[src/hdl/ttg_pkg.sv]
package ttg_pkg;

    // Default grid size
    localparam int ROWS_DEF    = 22;
    localparam int COLS_DEF    = 68;
    localparam int QUEUE_DEPTH = 2;

    // Action codes on the input word
    localparam logic [1:0] ACT_PUT   = 2'd0;
    localparam logic [1:0] ACT_READ  = 2'd1;
    localparam logic [1:0] ACT_CLEAR = 2'd2;

    // Character codes
    localparam logic [7:0] CH_BS    = 8'd8;
    localparam logic [7:0] CH_LF    = 8'd10;
    localparam logic [7:0] CH_CR    = 8'd13;
    localparam logic [7:0] PRINT_LO = 8'd32;
    localparam logic [7:0] PRINT_HI = 8'd126;
    localparam logic [6:0] BLANK    = 7'h20;

    // Classified command passed from front to back
    typedef enum logic [2:0] {
        OP_NOP   = 3'd0,
        OP_LF    = 3'd1,
        OP_CR    = 3'd2,
        OP_BS    = 3'd3,
        OP_PRINT = 3'd4,
        OP_READ  = 3'd5,
        OP_CLEAR = 3'd6
    } op_t;

    typedef struct packed {
        logic [1:0] action;
        logic [7:0] char_code;
        logic [4:0] read_row;
        logic [6:0] read_col;
    } in_t;

    typedef struct packed {
        logic [6:0] cell_char;
        logic [4:0] cursor_line;
        logic [6:0] cursor_column;
        logic       scrolled;
    } out_t;

    typedef struct packed {
        op_t        op;
        logic [6:0] chr;
        logic [4:0] row;
        logic [6:0] col;
    } cmd_t;

endpackage

[src/hdl/ttg_front.sv]
module ttg_front
    import ttg_pkg::*;
#(
    parameter int ROWS = ROWS_DEF,
    parameter int COLS = COLS_DEF
)(
    input  in_t  item,
    output cmd_t cmd
);

    logic row_in_range;
    logic col_in_range;

    assign row_in_range = 32'(item.read_row) < ROWS;
    assign col_in_range = 32'(item.read_col) < COLS;

    always_comb
    begin
        cmd.op  = OP_NOP;
        cmd.chr = item.char_code[6:0];
        cmd.row = item.read_row;
        cmd.col = item.read_col;
        case (item.action)
            ACT_PUT:
            begin
                if (item.char_code == CH_LF)
                begin
                    cmd.op = OP_LF;
                end
                else if (item.char_code == CH_CR)
                begin
                    cmd.op = OP_CR;
                end
                else if (item.char_code == CH_BS)
                begin
                    cmd.op = OP_BS;
                end
                else if (item.char_code inside {[PRINT_LO:PRINT_HI]})
                begin
                    cmd.op = OP_PRINT;
                end
            end
            ACT_READ:
            begin
                // out-of-range reads report zero and touch nothing
                if (row_in_range && col_in_range)
                begin
                    cmd.op = OP_READ;
                end
            end
            ACT_CLEAR:
            begin
                cmd.op = OP_CLEAR;
            end
            default:
            begin
                cmd.op = OP_NOP;
            end
        endcase
    end

endmodule

[config.mk]
export PLATFORM = sky130hd
export DESIGN_NAME = ttg_front
export DESIGN_NICKNAME = d
export VERILOG_FILES = /design/src/hdl/ttg_pkg.sv /design/src/hdl/ttg_front.sv
export SDC_FILE = /design/constraint.sdc
export NUM_CORES = 1
export LEC_CHECK = 0
export BUFFER_PORTS_ARGS = -buffer_cell sky130_fd_sc_hd__buf_2
export CORE_AREA = 2 2 39 41
export DETAILED_ROUTE_END_ITERATION = 10
export DIE_AREA = 0 0 41 43
export PLACE_DENSITY = 0.72
export SLEW_MARGIN = 10
export SYNTH_ARGS = -nofsm -noshare
export SYNTH_HDL_FRONTEND = slang
export SYNTH_SLANG_ARGS = --single-unit
[constraint.sdc]
create_clock -name vclk -period 1.6
set_clock_uncertainty 0.15 [all_clocks]
set_input_delay 0 -clock vclk [all_inputs]
set_output_delay 0 -clock vclk [all_outputs]
set_load 0.02 [all_outputs]
==> out/results.md <==
Floorplan
• **Core Rows** 14
• **number of top-level pins** 44
• **starting density of the core** 18.17%
• **die height** 43 µm
• **Die X-Extent** 41 µm
• **standard cell core area** 1384 µm²
• **area enclosed by the die boundary** 1763 µm²

Hold path
• **Hold EP** cmd[9]
• **launch point of the worst hold path** item[9]
• **class of the most critical hold timing path** input port to output port
• **WHS Path Cells** 2

STA
• **part of the cycle the worst path needs** 97.92%
• **count of final setup violators** 0
• **f_max** 638.3 MHz
• **Total Neg Setup Slack** 0 ps
• **final critical delay including setup and external delays** 1567 ps
• **pins over their slew limit** 0
• **Max-slew headroom** 80.31%
• **Worst Max-Slew Pin Slew** 291.5 ps
• **final number of hold-violating endpoints** 0

Power
• **worst voltage drop across the vdd grid** 76.46 µV
• **post-route total power** 0.1225 mW
• **Static Leak** 0.2104 nW
• **power density over the cells** 324.2 nW/µm²

Yosys
• **Avg Inst Size Synth** 6.986 µm²
• **count of synthesis-stage warnings from yosys** 0
• **number of library cell types mapped by synthesis** 14
• **Gate Count Post-Synth** 36
• **Synthesized Nets** 58
• **dominant cells by area after synthesis** sky130_fd_sc_hd__buf_4 (57%), sky130_fd_sc_hd__or4_1 (6.0%), sky130_fd_sc_hd__a21oi_1 (4.0%)
• **share of synthesized area occupied by flip-flops and latches** 0%
• **most area-hungry cell type in the Yosys netlist** sky130_fd_sc_hd__buf_4
• **area share of the largest cell type after synthesis** 56.72%
• **post-synthesis cell area** 251.5 µm²

Routing
• **drt pass-1 iters** 4
• **via count** 320
• **wire length per cell** 9.421 µm
• **post-route antenna net violation count** 0
• **Starting DRT DRC Count** 2
• **Routed WL** 716 µm
• **# DRC** 0
• **vias per cell** 4.211

Critical path
• **delay contributed by the slowest stage of the critical path** 530 ps
• **worst endpoint required time** 1450 ps
• **peak fanout along the critical path** 2
• **start point of the critical path** item[18]
• **critical-path cell with the highest stage delay** sky130_fd_sc_hd__or4b_4
• **startpoint types** input port
• **CP Cell Sequence** buf_2, or4b_4, or4_4, a21oi_2, buf_4
• **category of the worst setup path capture point** output port
• **Worst Setup Path Type** input port to output port
• **WP data arrival** 1420 ps

Global routing
• **remaining global-route overflow** 0
• **antenna violations before repair** 0
• **maximum number of pins on one net before global-route repair** 6
• **global-route wire length before repair** 1021 µm
• **Tot GR Track Use** 7.493%
• **number of global-route vias before repair** 256

Final layout
• **Final nets** 84
• **number of flip-flops and latches** 0
• **clock buffer instance count of the final layout** 0
• **area used by sequential logic in the layout** 0 µm²
• **count of non-filler cells in the finished layout** 76
• **fraction of final layout cells with drive strength greater than 1** 71.67%
• **post-route core utilization** 27.31%
• **diodes inserted** 0
• **Final Instance Area** 377.9 µm²
• **Layout Area Growth over Synthesis** 50.25%

Placed design
• **routability congestion estimate** 0.6782
• **Cell Count Post-Placement** 73
• **count of input and output buffers** 38
• **area post-placement** 334.1 µm²

Run status
• **run status** complete, no violations

Job
• **max cap viols** 0

## report_power, final
| group | switching (mW) | internal (mW) | total [mW] |
|---|---|---|---|
| Clock | 0 | 0 | 0 |
| Sequential | 0 | 0 | 0 |
| Combinational | 0.0719 | 0.0506 | 0.123 |
| Total | 0.0719 | 0.0506 | 0.123 |
## worst max-delay path: cells and delay by family
kind | cells | cell delay, ps
and+or+nand+nor | 2 | 1020
buffers and inverters | 2 | 250
AOI/OAI and AO/OA | 1 | 140
## synthesized netlist by cell type, drive strengths merged
cell type and n:
a21oi 2, buf 19, inv 2, nand3 1, nand4 1, nor2 2, o2111ai 1, o21ai 1
o221ai 1, o31ai 1, o41ai 1, or4 2, or4b 1, xor2 1
## placed cells by master (no fill, tap or decap)
master / count
sky130_fd_sc_hd__or4b_4: 1
sky130_fd_sc_hd__o31ai_1: 1
sky130_fd_sc_hd__a21oi_1: 1
sky130_fd_sc_hd__o2111ai_1: 1
sky130_fd_sc_hd__nand3_1: 1
sky130_fd_sc_hd__o21ai_0: 1
sky130_fd_sc_hd__nand4_1: 1
sky130_fd_sc_hd__buf_2: 37
sky130_fd_sc_hd__nor2_1: 2
sky130_fd_sc_hd__xor2_1: 1
sky130_fd_sc_hd__a21oi_2: 1
sky130_fd_sc_hd__or4_1: 1
sky130_fd_sc_hd__o41ai_1: 1
sky130_fd_sc_hd__buf_4: 3
sky130_fd_sc_hd__inv_1: 2
sky130_fd_sc_hd__or4_4: 1
sky130_fd_sc_hd__dlygate4sd3_1: 3
sky130_fd_sc_hd__o221ai_1: 1
## worst max path at each step
stage / slack [ps] / endpoint / cells past startpoint
floorplan: 70 / cmd[20] / 3
finish: 30 / cmd[20] / 5
global placement: 20 / cmd[20] / 5
detailed placement: -9 / cmd[20] / 5
CTS: 6 / cmd[20] / 5
global route: -4 / cmd[20] / 5
## cells by family (layout without fill, tap and decap cells)
| group | Yosys count | count (layout) | share of synthesized area, % |
|---|---|---|---|
| buffers and inverters | 21 | 45 | 59.70 |
| xor gates and xnor gates | 1 | 1 | 3.483 |
| AOI/OAI and AO/OA | 7 | 7 | 19.40 |
| and+or+nand+nor | 7 | 7 | 17.41 |
## cell type report
cell class / instances / area [µm²]
fill: 154 / 1006
inverter: 2 / 7.507
multi-input combinational: 15 / 112.6
tap: 16 / 20.02
timing repair buffer: 43 / 237.7
## per-layer routing
layer / global-route usage [%] / part of all wire, % / up-vias
met1: 10.44 / 39 / 133
met4: 0 / 0 / 0
met5: 0 / 0 / -
met2: 12.81 / 46 / 27
met3: 0.5236 / 15 / 0
li1: - / - / 160
## per-stage QoR
step | hold WS (ps) | setup WS, ps
after floorplan | -73.14 | 74.45
after global placement | -149.9 | 18.01
after detailed placement | -149.9 | -9.424
after CTS | 82.06 | 6.003
after global routing | 90.27 | -4.198
final | 81.76 | 33.26
## what timing repair did
action / 4_1_cts / 5_1_grt
endpoints found under the hold margin: 3 / 0
resized for setup: 2 / 2
endpoints found under the setup margin: 1 / 1
buffers inserted: 0 / 0
hold buffers: 3 / 0
Note: power is estimated with default switching activity, not from simulation.
