<file path="config.mk">
export PLATFORM = sky130hd
export DESIGN_NAME = ttg_fifo
export DESIGN_NICKNAME = d
export VERILOG_FILES = /design/src/hdl/ttg_pkg.sv /design/src/hdl/ttg_fifo.sv
export SDC_FILE = /design/constraint.sdc
export NUM_CORES = 1
export LEC_CHECK = 0
export ABC_AREA = 1
export BUFFER_PORTS_ARGS = -buffer_cell sky130_fd_sc_hd__buf_2
export CAP_MARGIN = 20
export CELL_PAD_IN_SITES_DETAIL_PLACEMENT = 0
export CELL_PAD_IN_SITES_GLOBAL_PLACEMENT = 1
export CORE_UTILIZATION = 40
export CTS_CLUSTER_SIZE = 10
export DETAILED_ROUTE_END_ITERATION = 10
export HOLD_SLACK_MARGIN = 0.15
export MAX_ROUTING_LAYER = met4
export PLACE_DENSITY = 0.73
export SLEW_MARGIN = 20
export SYNTH_ARGS = -nofsm -noshare
export SYNTH_HDL_FRONTEND = slang
export SYNTH_SLANG_ARGS = --single-unit
</file>
<file path="constraint.sdc">
create_clock -name clk -period 2.3 [get_ports clk]
set_input_delay 0.23 -clock clk [delete_from_list [all_inputs] [get_ports clk]]
set_output_delay 0.23 -clock clk [all_outputs]
set_load 0.02 [all_outputs]
</file>
<file path="src/hdl/ttg_pkg.sv">
package ttg_pkg;

    // Default grid size
    localparam int ROWS_DEF    = 22;
    localparam int COLS_DEF    = 68;
    localparam int QUEUE_DEPTH = 2;

    // Action codes on the input word
    localparam logic [1:0] ACT_PUT   = 2'd0;
    localparam logic [1:0] ACT_READ  = 2'd1;
    localparam logic [1:0] ACT_CLEAR = 2'd2;

    // Character codes
    localparam logic [7:0] CH_BS    = 8'd8;
    localparam logic [7:0] CH_LF    = 8'd10;
    localparam logic [7:0] CH_CR    = 8'd13;
    localparam logic [7:0] PRINT_LO = 8'd32;
    localparam logic [7:0] PRINT_HI = 8'd126;
    localparam logic [6:0] BLANK    = 7'h20;

    // Classified command passed from front to back
    typedef enum logic [2:0] {
        OP_NOP   = 3'd0,
        OP_LF    = 3'd1,
        OP_CR    = 3'd2,
        OP_BS    = 3'd3,
        OP_PRINT = 3'd4,
        OP_READ  = 3'd5,
        OP_CLEAR = 3'd6
    } op_t;

    typedef struct packed {
        logic [1:0] action;
        logic [7:0] char_code;
        logic [4:0] read_row;
        logic [6:0] read_col;
    } in_t;

    typedef struct packed {
        logic [6:0] cell_char;
        logic [4:0] cursor_line;
        logic [6:0] cursor_column;
        logic       scrolled;
    } out_t;

    typedef struct packed {
        op_t        op;
        logic [6:0] chr;
        logic [4:0] row;
        logic [6:0] col;
    } cmd_t;

endpackage

</file>
<file path="src/hdl/ttg_fifo.sv">
module ttg_fifo
    import ttg_pkg::*;
#(
    parameter int WIDTH = $bits(cmd_t),
    parameter int DEPTH = QUEUE_DEPTH
)(
    input  logic             clk,
    input  logic             rst_n,
    input  logic             push,
    input  logic [WIDTH-1:0] wr_data,
    output logic             full,
    input  logic             pop,
    output logic [WIDTH-1:0] rd_data,
    output logic             empty
);

    localparam int PW = $clog2(DEPTH);
    localparam int NW = $clog2(DEPTH + 1);
    localparam logic [PW-1:0] LAST = PW'(DEPTH - 1);
    localparam logic [NW-1:0] FULL_COUNT = NW'(DEPTH);

    logic [WIDTH-1:0] slot_reg [DEPTH];
    logic [PW-1:0]    wr_ptr_reg, wr_ptr_next;
    logic [PW-1:0]    rd_ptr_reg, rd_ptr_next;
    logic [NW-1:0]    count_reg, count_next;
    logic             do_push, do_pop;

    assign full    = (count_reg == FULL_COUNT);
    assign empty   = (count_reg == '0);
    assign do_push = push && !full;
    assign do_pop  = pop && !empty;
    assign rd_data = slot_reg[rd_ptr_reg];

    always_comb
    begin
        wr_ptr_next = wr_ptr_reg;
        rd_ptr_next = rd_ptr_reg;
        count_next  = count_reg;
        if (do_push)
        begin
            wr_ptr_next = (wr_ptr_reg == LAST) ? '0 : wr_ptr_reg + 1'b1;
        end
        if (do_pop)
        begin
            rd_ptr_next = (rd_ptr_reg == LAST) ? '0 : rd_ptr_reg + 1'b1;
        end
        if (do_push && !do_pop)
        begin
            count_next = count_reg + 1'b1;
        end
        else if (do_pop && !do_push)
        begin
            count_next = count_reg - 1'b1;
        end
    end

    always_ff @(posedge clk or negedge rst_n)
    begin
        if (!rst_n)
        begin
            wr_ptr_reg <= '0;
            rd_ptr_reg <= '0;
            count_reg  <= '0;
        end
        else
        begin
            wr_ptr_reg <= wr_ptr_next;
            rd_ptr_reg <= rd_ptr_next;
            count_reg  <= count_next;
        end
    end

    always_ff @(posedge clk)
    begin
        if (do_push)
        begin
            slot_reg[wr_ptr_reg] <= wr_data;
        end
    end

endmodule

</file>
==> flow_summary_export.csv <==
group,metric,value,unit
status,status,"finished clean",
grt,grt_util_all_layers,15.7,%
setup_path,required,2.07,ns
sta,slew_headroom,73.6,%
setup_path,crit_end,"rd_data[3]",
detailed_routing,viasPerCell,4.50,
placement,postPlaceCellArea,2150,um2
detailed_routing,drcViolationCount,0,
setup_path,startpoint,"rd_ptr_reg",
setup_path,r2r_start,"count_reg[1]",
die,die_h,69.8,um
clock_tree,cts_inserted_buffers,5,
grt,grt_pass1_vias,1259,
sta,fin_tns_setup,0,ns
logic_synthesis,synth.yosys.seq_area_share,77.2,%
logic_synthesis,synth-seq-cells,48,
cells_and_area,largest_register_ffs,44,
min_path,hp-class,"input port to register",
sta,finClkSkew,0.00733,ns
grt,grt_max_degree,24,
power_and_ir_drop,leakage,1.11,nW
detailed_routing,vias,1252,
placement,pre_cts_ws,0.770,ns
clock_tree,htreeDepth,2,
die,row_count,24,
logic_synthesis,synth_area_leaders,"edfxtp_1 72%, nand2_1 15%, dfrtp_1 5.4%",
detailed_routing,dr.pass1.iters,2,
setup_path,crit_type,"register to output pin",
cells_and_area,fillers,372,
sta,period_minus_slack,1.71,ns
sta,final-hold-violation-count,0,
setup_path,worstReg2RegEnd,"slot_reg[0][5]",
sta,rsz0062_at_grt,"no",
sta,fmax,585,MHz
setup_path,rrSetupSlack,0.77,ns
setup_path,critPathArrivalTime,1.48,ns
setup_path,endpoint_kind,"output pin",
grt,antenna_found_initial,0,
detailed_routing,wirelength,3.31,mm
flow_run,drv_cap,0,
logic_synthesis,syn_avg_cell_area,12.6,um2
sta,finalSetupViolCount,0,
die,start_util,42.0,%
logic_synthesis,synthMostInstantiatedCell,"nand2_1",
die,io_pins,50,
logic_synthesis,syn_area,1840,um2
clock_tree,cts_buffer_depth,2,
logic_synthesis,synth_top_cell_area_share,71.8,%
cells_and_area,drive_gt1_share,28.8,%
placement,portBuffers,49,
die,die_w,69.8,um
power_and_ir_drop,ir_drop,0.000652,V
cells_and_area,insertedDiodeCount,0,
logic_synthesis,yosys_warnings,0,
logic_synthesis,synthFlopType,"edfxtp_1",
logic_synthesis,synth_nets,173,
die,coreArea,4380,um2
grt,gr-total-overflow,0,
detailed_routing,antenna_left,0,
logic_synthesis,synthCells,146,
setup_path,reg2reg_depth,6,
logic_synthesis,synth_cell_types,15,
logic_synthesis,synth_common_cells,"75 x nand2_1, 44 x edfxtp_1, 7 x inv_1",
clock_tree,worstSkewPairLatency,0.30,ns
logic_synthesis,yosys.area.top_type,"edfxtp_1",
sta,worst_pin_slew,0.395,ns
logic_synthesis,async_reset_ff_share,8.33,%
cells_and_area,area_delta_synth_final,33.9,%
clock_tree,clock_sinks,48,
sta,setup_ws,0.591,ns
logic_synthesis,synth_edf_count,44,
grt,grt_pass1_wl,5.61,mm
die,fp.dieArea,4880,um2
setup_path,critPathMaxFanout,23,
sta,fin_crit_sh,74.3,%
placement,hpwl,2.28,mm
detailed_routing,wl_per_cell,11.9,um
cells_and_area,finish.net_count,252,
clock_tree,clkTransAtPathRegs,0.08,ns
sta,maxSlewViolCount,0,
clock_tree,clock-root-buffer,"clkbuf_8",
clock_tree,cts_tree,"yes",
placement,gp_congestion,0.693,
cells_and_area,fin_area,2460,um2
detailed_routing,drt_iter0_drc,59,
setup_path,cp-start-kind,"register",
power_and_ir_drop,power.density,1180,nW/um2
-- final cells by class --
cell class,instances,area [um2],area share (%)
Sequential cell,48,1420,57.7
Timing Repair Buffer,76,505,20.5
Multi-Input combinational cell,86,354,14.4
Clock buffer,5,68.8,2.79
Tap cell,52,65.1,2.64
Inverter,8,30.0,1.22
Clock inverter,3,18.8,0.762
-- critical path, stage by stage (launching register included) --
cell and delay (ns):
dfrtp_1 0.49, inv_2 0.35, nand2_1 0.09, nand2_1 0.09, buf_2 0.16
-- worst min path at each step --
stage	startpoint	end	slack [ns]	depth (start not counted)
2_1_floorplan	rst_n	count_reg[0]	-0.07	0
3_3_place_gp	rst_n	count_reg[1]	0.04	1
3_5_place_dp	rst_n	count_reg[0]	0.04	1
4_1_cts	pop	rd_ptr_reg	0.17	3
5_1_grt	pop	rd_ptr_reg	0.19	3
6_report	pop	rd_ptr_reg	0.17	3
-- per-stage QoR --
stage | cells | util [%] | hold slack [ns] | total power (W)
floorplan | 146 | - | -0.0656 | 0.00207
global placement | 247 | 48.9 | 0.0402 | 0.00239
detailed placement | 247 | 48.9 | 0.0436 | 0.00243
CTS | 278 | 56.2 | 0.166 | 0.00295
global route | 278 | 56.2 | 0.185 | 0.00310
finish | 278 | 56.2 | 0.171 | 0.00290
-- cells in the final DEF (no fill, tap or decap) --
cell / synthesis / final
xnor2_1: 1 / 1
buf_2: 0 / 49
clkbuf_8: 0 / 5
clkinv_2: 0 / 2
buf_4: 2 / 4
nand4_1: 1 / 1
o21ai_0: 2 / 2
inv_1: 7 / 7
edfxtp_1: 44 / 44
inv_2: 1 / 1
dfrtp_1: 4 / 4
nor2_2: 2 / 3
nand3_1: 1 / 1
nand2_1: 75 / 75
clkinv_4: 0 / 1
nand3b_1: 1 / 1
ha_1: 1 / 1
nor2_1: 2 / 1
dlygate4sd3_1: 0 / 23
-- timing repair --
action,in CTS,in global routing
setup buffers,0,0
hold buffers,23,0
hold endpoints to repair,48,0
resized for setup,0,0
-- logic make-up (layout without fill, tap and decap cells) --
group	count (synthesis)	after routing	share of synthesized area [%]
AOI/OAI and AO/OA	2	2	0.544
xor gates and xnor gates	1	1	0.476
adders and majority gates	1	1	0.680
buffers and inverters	12	92	3.67
DFF	48	48	77.2
and+or+nand+nor	82	82	17.4
-- power breakdown --
group          switching (W)  internal, W  total [W]
clock network       0.000268     0.000212   0.000479
registers          0.0000878      0.00119    0.00128
logic               0.000769     0.000367    0.00114
-- per-layer routing --
metal  global-route usage [%]  vias to the layer above  part of all wire (%)
met5                        -                        -                     0
met4                     6.00                        0                   1.5
met3                     3.92                        5                   4.0
met2                     28.3                       29                    53
met1                     16.4                      580                    42
li1                         -                      638                     -
Note: power is estimated with default switching activity, not from simulation.
